`config.mk`:
```
export PLATFORM = sky130hd
export DESIGN_NAME = escaped_frame_receiver
export DESIGN_NICKNAME = d
export VERILOG_FILES = /design/src/rtl/efr_pkg.sv /design/src/rtl/escaped_frame_receiver.sv /design/src/rtl/efr_core.sv /design/src/rtl/efr_skid.sv
export SDC_FILE = /design/constraint.sdc
export NUM_CORES = 1
export LEC_CHECK = 0
export ABC_AREA = 1
export BUFFER_PORTS_ARGS = -buffer_cell sky130_fd_sc_hd__buf_2
export CAP_MARGIN = 10
export CORE_ASPECT_RATIO = 1.25
export CORE_MARGIN = 1.5
export CORE_UTILIZATION = 45
export CTS_BUF_LIST = sky130_fd_sc_hd__clkbuf_16
export DETAILED_ROUTE_END_ITERATION = 7
export PLACE_DENSITY_LB_ADDON = 0.1
export SYNTH_ARGS = -nofsm -noshare
export SYNTH_HDL_FRONTEND = slang
export SYNTH_SLANG_ARGS = --single-unit
```
`constraint.sdc`:
```
create_clock -name clock -period 9.3 [get_ports clock]
set_input_delay 0.465 -clock clock [delete_from_list [all_inputs] [get_ports clock]]
set_output_delay 0.465 -clock clock [all_outputs]
set_load 0.05 [all_outputs]
```
`src/rtl/efr_pkg.sv`:
```
// ----------------------------------------------------------------------------
// efr_pkg
// Shared types and constants for the escaped frame receiver.
// ----------------------------------------------------------------------------
`default_nettype none

package efr_pkg;

   localparam int FILL_W    = 8;
   localparam int INDEX_W   = 7;
   localparam int LENGTH_W  = 16;
   localparam int COUNT_W   = 32;

   localparam logic [7:0] DELIM_BYTE = 8'h7E;
   localparam logic [7:0] ESC_BYTE   = 8'h7D;
   localparam logic [7:0] ESC_XOR    = 8'h20;
   localparam logic [7:0] SUM_BASE   = 8'hFF;

   typedef enum logic [2:0] {
      EV_NONE     = 3'd0,
      EV_GOOD     = 3'd1,
      EV_BAD      = 3'd2,
      EV_OVERFLOW = 3'd3,
      EV_RESTART  = 3'd4
   } event_type;

   typedef struct packed {
      logic [7:0]          data_byte;
      logic                stored_flag;
      logic [INDEX_W-1:0]  byte_index;
      logic [LENGTH_W-1:0] frame_length;
      event_type           event_res;
      logic [COUNT_W-1:0]  bytes_received;
      logic [COUNT_W-1:0]  bytes_dropped;
      logic [COUNT_W-1:0]  frames_good;
      logic [COUNT_W-1:0]  frames_bad;
   } result_type;

endpackage

`default_nettype wire

```
`src/rtl/escaped_frame_receiver.sv`:
```
// ----------------------------------------------------------------------------
// escaped_frame_receiver
// Byte-stuffed frame receiver with checksum check and running counters.
//
// Input channel (req_): one raw serial byte per beat. Result channel (rsp_):
// exactly one result beat per input beat, in order, carrying the unescaped
// stored byte, its index, the header length, an event code and the four
// counters as they stand after that byte.
// A beat moves when valid is high and stall is low.
// Result path: the result for an accepted byte is registered in the result
// register, or in the skid entry while that register holds a stalled beat.
// Throughput: one byte per cycle while req_stall is low; the decode of a byte
// is a single pass of compare, 8-bit add and counter increment between the frame state and the result register.
// Stall: a result register plus one skid entry absorb a stalled receiver;
// req_stall rises only once both are full and falls when a result leaves.
// Reset (synchronous): the receiver returns to hunting for a delimiter, all
// counters clear and no result is pending.
// ----------------------------------------------------------------------------
`default_nettype none

module escaped_frame_receiver
   import efr_pkg::*;
#(
   parameter int BUFFER_BYTES = 128
) (
   input  wire logic                clock,
   input  wire logic                reset,
   input  wire logic                req_valid,
   output logic                     req_stall,
   input  wire logic [7:0]          req_rx_byte,
   output logic                     rsp_valid,
   input  wire logic                rsp_stall,
   output logic [7:0]               rsp_data_byte,
   output logic                     rsp_stored_flag,
   output logic [INDEX_W-1:0]       rsp_byte_index,
   output logic [LENGTH_W-1:0]      rsp_frame_length,
   output logic [2:0]               rsp_event_res,
   output logic [COUNT_W-1:0]       rsp_bytes_received,
   output logic [COUNT_W-1:0]       rsp_bytes_dropped,
   output logic [COUNT_W-1:0]       rsp_frames_good,
   output logic [COUNT_W-1:0]       rsp_frames_bad
);

   result_type step_res, out_res;
   logic       accept;

   assign accept = req_valid && !req_stall;

   efr_core #(
      .BUFFER_BYTES (BUFFER_BYTES)
   ) u_core (
      .clock   (clock),
      .reset   (reset),
      .accept  (accept),
      .rx_byte (req_rx_byte),
      .result  (step_res)
   );

   efr_skid u_skid (
      .clock     (clock),
      .reset     (reset),
      .in_valid  (req_valid),
      .in_data   (step_res),
      .in_stall  (req_stall),
      .out_valid (rsp_valid),
      .out_data  (out_res),
      .out_stall (rsp_stall)
   );

   assign rsp_data_byte      = out_res.data_byte;
   assign rsp_stored_flag    = out_res.stored_flag;
   assign rsp_byte_index     = out_res.byte_index;
   assign rsp_frame_length   = out_res.frame_length;
   assign rsp_event_res      = out_res.event_res;
   assign rsp_bytes_received = out_res.bytes_received;
   assign rsp_bytes_dropped  = out_res.bytes_dropped;
   assign rsp_frames_good    = out_res.frames_good;
   assign rsp_frames_bad     = out_res.frames_bad;

endmodule

`default_nettype wire

```
`src/rtl/efr_core.sv`:
```
// ----------------------------------------------------------------------------
// efr_core
// Frame state and per-beat decode: delimiter, escape, length, checksum,
// counters. Produces the result for the current byte combinationally.
// ----------------------------------------------------------------------------
`default_nettype none

module efr_core
   import efr_pkg::*;
#(
   parameter int BUFFER_BYTES = 128
) (
   input  wire logic       clock,
   input  wire logic       reset,
   input  wire logic       accept,
   input  wire logic [7:0] rx_byte,
   output result_type      result
);

   localparam logic [FILL_W-1:0] FILL_MAX = FILL_W'(BUFFER_BYTES);

   logic [FILL_W-1:0]   fill_count_ff, fill_count_in;
   logic                escape_pending_ff, escape_pending_in;
   logic [LENGTH_W-1:0] length_word_ff, length_word_in;
   logic [7:0]          payload_sum_ff, payload_sum_in;
   logic [COUNT_W-1:0]  received_ff, received_in;
   logic [COUNT_W-1:0]  discarded_ff, discarded_in;
   logic [COUNT_W-1:0]  good_ff, good_in;
   logic [COUNT_W-1:0]  bad_ff, bad_in;

   logic [7:0]          d;
   logic [FILL_W-1:0]   pay_pos;
   event_type           ev;

   always_comb begin
      fill_count_in     = fill_count_ff;
      escape_pending_in = escape_pending_ff;
      length_word_in    = length_word_ff;
      payload_sum_in    = payload_sum_ff;
      received_in       = received_ff + COUNT_W'(1);
      discarded_in      = discarded_ff;
      good_in           = good_ff;
      bad_in            = bad_ff;
      d                 = escape_pending_ff ? (rx_byte ^ ESC_XOR) : rx_byte;
      pay_pos           = fill_count_ff - FILL_W'(3);
      ev                = EV_NONE;
      result            = '0;

      if (rx_byte == DELIM_BYTE) begin
         if (fill_count_ff != '0) begin
            discarded_in = discarded_ff + COUNT_W'(fill_count_ff);
            ev           = EV_RESTART;
         end
         fill_count_in      = FILL_W'(1);
         escape_pending_in  = 1'b0;
         length_word_in     = '0;
         payload_sum_in     = '0;
         result.data_byte   = rx_byte;
         result.stored_flag = 1'b1;
      end else if (fill_count_ff == '0) begin
         discarded_in = discarded_ff + COUNT_W'(1);
      end else if (!escape_pending_ff && rx_byte == ESC_BYTE) begin
         escape_pending_in = 1'b1;
         if (fill_count_ff >= FILL_W'(3)) begin
            result.frame_length = length_word_ff;
         end
      end else begin
         escape_pending_in = 1'b0;
         if (fill_count_ff >= FILL_MAX) begin
            discarded_in      = discarded_ff + COUNT_W'(fill_count_ff) + COUNT_W'(1);
            ev                = EV_OVERFLOW;
            fill_count_in     = '0;
            length_word_in    = '0;
            payload_sum_in    = '0;
         end else begin
            result.byte_index  = fill_count_ff[INDEX_W-1:0];
            result.data_byte   = d;
            result.stored_flag = 1'b1;
            fill_count_in      = fill_count_ff + FILL_W'(1);
            if (fill_count_ff == FILL_W'(1)) begin
               length_word_in = {d, 8'h00};
            end else if (fill_count_ff == FILL_W'(2)) begin
               length_word_in = {length_word_ff[15:8], d};
            end else if (fill_count_ff >= FILL_W'(3)) begin
               if (LENGTH_W'(pay_pos) < length_word_ff) begin
                  payload_sum_in = payload_sum_ff + d;
               end else if (d == (SUM_BASE - payload_sum_ff)) begin
                  good_in = good_ff + COUNT_W'(1);
                  ev      = EV_GOOD;
               end else begin
                  bad_in = bad_ff + COUNT_W'(1);
                  ev     = EV_BAD;
               end
            end
            if (fill_count_ff >= FILL_W'(2)) begin
               result.frame_length = length_word_in;
            end
            if (ev != EV_NONE) begin
               fill_count_in     = '0;
               escape_pending_in = 1'b0;
               length_word_in    = '0;
               payload_sum_in    = '0;
            end
         end
      end

      result.event_res      = ev;
      result.bytes_received = received_in;
      result.bytes_dropped  = discarded_in;
      result.frames_good    = good_in;
      result.frames_bad     = bad_in;
   end

   always_ff @(posedge clock) begin
      if (reset) begin
         fill_count_ff     <= '0;
         escape_pending_ff <= 1'b0;
         length_word_ff    <= '0;
         payload_sum_ff    <= '0;
         received_ff       <= '0;
         discarded_ff      <= '0;
         good_ff           <= '0;
         bad_ff            <= '0;
      end else if (accept) begin
         fill_count_ff     <= fill_count_in;
         escape_pending_ff <= escape_pending_in;
         length_word_ff    <= length_word_in;
         payload_sum_ff    <= payload_sum_in;
         received_ff       <= received_in;
         discarded_ff      <= discarded_in;
         good_ff           <= good_in;
         bad_ff            <= bad_in;
      end
   end

endmodule

`default_nettype wire

```
`src/rtl/efr_skid.sv`:
```
// ----------------------------------------------------------------------------
// efr_skid
// Result register with a skid stage so the input keeps flowing while the
// receiver of results stalls, until the skid stage is full.
// ----------------------------------------------------------------------------
`default_nettype none

module efr_skid
   import efr_pkg::*;
(
   input  wire logic       clock,
   input  wire logic       reset,
   input  wire logic       in_valid,
   input  wire result_type in_data,
   output logic            in_stall,
   output logic            out_valid,
   output result_type      out_data,
   input  wire logic       out_stall
);

   logic       out_valid_ff, skid_valid_ff;
   result_type out_data_ff, skid_data_ff;
   logic       take, load;

   assign take      = out_valid_ff && !out_stall;
   assign load      = in_valid && !skid_valid_ff;
   assign in_stall  = skid_valid_ff;
   assign out_valid = out_valid_ff;
   assign out_data  = out_data_ff;

   always_ff @(posedge clock) begin
      if (reset) begin
         out_valid_ff  <= 1'b0;
         skid_valid_ff <= 1'b0;
      end else if (!out_valid_ff || take) begin
         if (skid_valid_ff) begin
            out_data_ff   <= skid_data_ff;
            out_valid_ff  <= 1'b1;
            skid_valid_ff <= 1'b0;
         end else begin
            out_valid_ff <= load;
            if (load) begin
               out_data_ff <= in_data;
            end
         end
      end else if (load) begin
         skid_data_ff  <= in_data;
         skid_valid_ff <= 1'b1;
      end
   end

endmodule

`default_nettype wire

```
==> results.sh <==
export IMPL_die_h_um=272
export IMPL_clkTransAtPathRegs_ns=0.07
export IMPL_row_count=98
export IMPL_cts_sinks=489
export IMPL_avgViaCountPerCell=5.34
export IMPL_ctsHoldBuffers=0
export IMPL_drive_gt1_share_pct=13.0
export IMPL_final_setup_worst_slack_ns=4.77
export IMPL_dpl_hpwl_um=55800
export IMPL_synth_most_common_cell="nand2_1"
export IMPL_port_buffers=176
export IMPL_ys_seq_area_share_pct=50.2
export IMPL_synthTopCellsByArea="edfxtp_1 (38%), dfxtp_1 (13%), nand2_1 (12%)"
export IMPL_avgSynthCellArea_um2=8.08
export IMPL_grt_total_usage_pct=26.3
export IMPL_wl_um=78600
export IMPL_crit_fanout=51
export IMPL_status="completed"
export IMPL_synth_main_ff_cell="edfxtp_1"
export IMPL_ctsResizeCount=0
export IMPL_cp_required_ns=9.66
export IMPL_syn_nets=3261
export IMPL_rsz0062_at_grt="false"
export IMPL_fin_worst_skew_ns=0.0216
export IMPL_start_kind="flip-flop"
export IMPL_pre_cts_ws_ns=4.82
export IMPL_dieArea_um2=59200
export IMPL_synth_largest_area_cell="edfxtp_1"
export IMPL_async_flop_share_pct=0
export IMPL_cts_buffers=50
export IMPL_end_kind="flip-flop"
export IMPL_power_density_nw_per_um2=175
export IMPL_routedWlPerCell_um=19.0
export IMPL_antenna_left=0
export IMPL_n_fill_cell=5579
export IMPL_cts_setup_buffers=0
export IMPL_core_area_um2=57100
export IMPL_min_period_ns=4.53
export IMPL_die_width_um=218
export IMPL_crit_arrival_ns=4.89
export IMPL_drtPass1Iterations=6
export IMPL_slew_headroom_pct=33.2
export IMPL_synth_cell_type_count=50
export IMPL_start_util_pct=45.5
export IMPL_yosys_warnings=0
export IMPL_synth_common_cells="nand2_1 (843), inv_1 (390), edfxtp_1 (326)"
export IMPL_cts_buffer_depth=3
export IMPL_grt_ovfl_total=0
export IMPL_drtIter0Drc=1796
export IMPL_clkLatencyLatePin_ns=0.62
export IMPL_cts_root_buf="clkbuf_16"
export IMPL_grt_pass1_vias=20800
export IMPL_holdCritPathClass="in2reg"
export IMPL_nets=3389
export IMPL_yosysTopAreaCellShare_pct=37.7
export IMPL_cts_htree_levels=2
export IMPL_leakage_nw=12.4
export IMPL_fmax_mhz=221
export IMPL_synth_edf_count=326
export IMPL_synthCells=3216
export IMPL_hold_violations=0
export IMPL_fin_crit_sh_pct=48.7
export IMPL_drc=0
export IMPL_power_mw=5.11
export IMPL_maxSlewViolCount=0
export IMPL_vias=22100
export IMPL_setup_viol_count_final=0
export IMPL_tightest_slew_ns=1.00
export IMPL_grt_start_max_net_pins=101
export IMPL_io_pins=177
export IMPL_syn2layout_area_growth_pct=12.3
export IMPL_drv_cap=0
export IMPL_grt_pass1_wl_um=121000
export IMPL_fin_hold_ws_ns=0.119
export IMPL_crit_type="reg2reg"
export IMPL_cts_tree="yes"
export IMPL_netlist_area_um2=26000
export IMPL_ir_drop_v=0.000122
export IMPL_antenna_found_initial=0
export IMPL_ys_ff_latch=489
export IMPL_antennaDiodeCount=0
export IMPL_gp_congestion=0.961
export IMPL_setup_tns_ns=0
[logic make-up (layout without fill, tap and decap cells)]
kind of cell / Yosys count / in the layout / synth area share, %
compound gates: 548 / 548 / 11.0
xor+xnor: 109 / 109 / 3.70
fa+ha+maj: 33 / 33 / 1.65
buf+inv: 538 / 708 / 7.89
flops: 489 / 489 / 50.2
simple gates: 1499 / 1499 / 25.6
[metrics by stage]
stage	cell area, µm²	instances	utilization (%)
finish	29200	4136	51.1
global placement	27500	4042	48.1
CTS	29200	4136	51.1
floorplan	26000	3216	-
detailed placement	27500	4042	48.1
global route	29200	4136	51.1
[cell type report]
type | instances | area (µm²) | area share (%)
clock inverters | 42 | 387 | 1.32
well taps | 750 | 938 | 3.21
repair buffers | 195 | 1030 | 3.51
inverters | 419 | 1580 | 5.40
multi-input cells | 2189 | 10900 | 37.4
clock buffers | 52 | 1300 | 4.46
flip-flops and latches | 489 | 13100 | 44.7
[worst max-delay path, cell delays in order, from the launching register on]
cell and delay (ns):
dfxtp_1 0.48, inv_1 0.16, ha_1 0.26, nand2_4 0.37, inv_2 0.45, buf_4 0.45
nor2_4 0.33, inv_2 0.20, nor2_2 0.20, inv_2 0.15, nor3_2 0.32, inv_2 0.12
nor2_1 0.21, and3_1 0.23, xor2_2 0.18, o21ai_1 0.07
[flip-flops by register name, indices dropped and copies added, names as in the netlist]
name                      cells
u_core.good_ff               32
u_core.received_ff           32
u_skid.in_stall               1
u_core.escape_pending_ff      1
u_core.length_word_ff        16
u_core.payload_sum_ff         8
u_skid.out_data             163
u_core.discarded_ff          32
u_core.bad_ff                32
u_core.fill_count_ff          8
u_skid.skid_data_ff         163
u_skid.out_valid              1
[per-layer routing]
metal | part of all wire, % | track usage, % | wire length [µm] | vias to the layer above
li1 | - | - | - | 10900
met3 | 5.6 | 3.37 | 4420 | 134
met1 | 44 | 35.8 | 34700 | 10400
met2 | 47 | 43.4 | 37200 | 680
met5 | 0 | 0 | 0 | -
met4 | 2.9 | 8.06 | 2250 | 0
[worst paths after layout]
check,from,to,slack [ns],cells after the start
max,u_core.fill_count_ff[0]$_SDFFE_PP0P_,u_skid.out_data[53]$_DFFE_PP_,4.77,15
min,rsp_stall,u_skid.in_stall$_SDFFE_PP0P_,0.12,3
max reg2reg,u_core.fill_count_ff[0]$_SDFFE_PP0P_,u_skid.out_data[53]$_DFFE_PP_,4.77,15
min reg2reg,u_skid.out_valid$_SDFFE_PP0P_,u_skid.in_stall$_SDFFE_PP0P_,0.47,2
[where the power goes]
part	internal (mW)	total, mW	switching, mW
combinational	0.124	0.535	0.411
clock	1.18	2.08	0.899
sequential	2.42	2.49	0.0675
total	3.73	5.11	1.38
[layout by cell type, fill, tap and decap left out, types with 9 or more instances in the layout]
master     Yosys  layout
a21oi_1      218     218
a31oi_1       20      20
buf_2         15     175
buf_4          1      20
clkbuf_16      0      52
clkinv_1       3       9
dfxtp_1      163     162
edfxtp_1     326     326
ha_1          31      31
inv_1        390     402
inv_2         26      26
nand2_1      843     841
nand2_2       50      51
nand3_1      157     157
nand3_2       18      18
nand4_1       44      44
nor2_1       250     248
nor2_2        32      32
nor2_4        13      15
nor3_1        42      42
nor4_1        20      20
o21ai_0      228     228
o21ai_1       35      35
o22ai_1       28      28
xor2_1       102     102
Note: power is estimated with default switching activity, not from simulation.
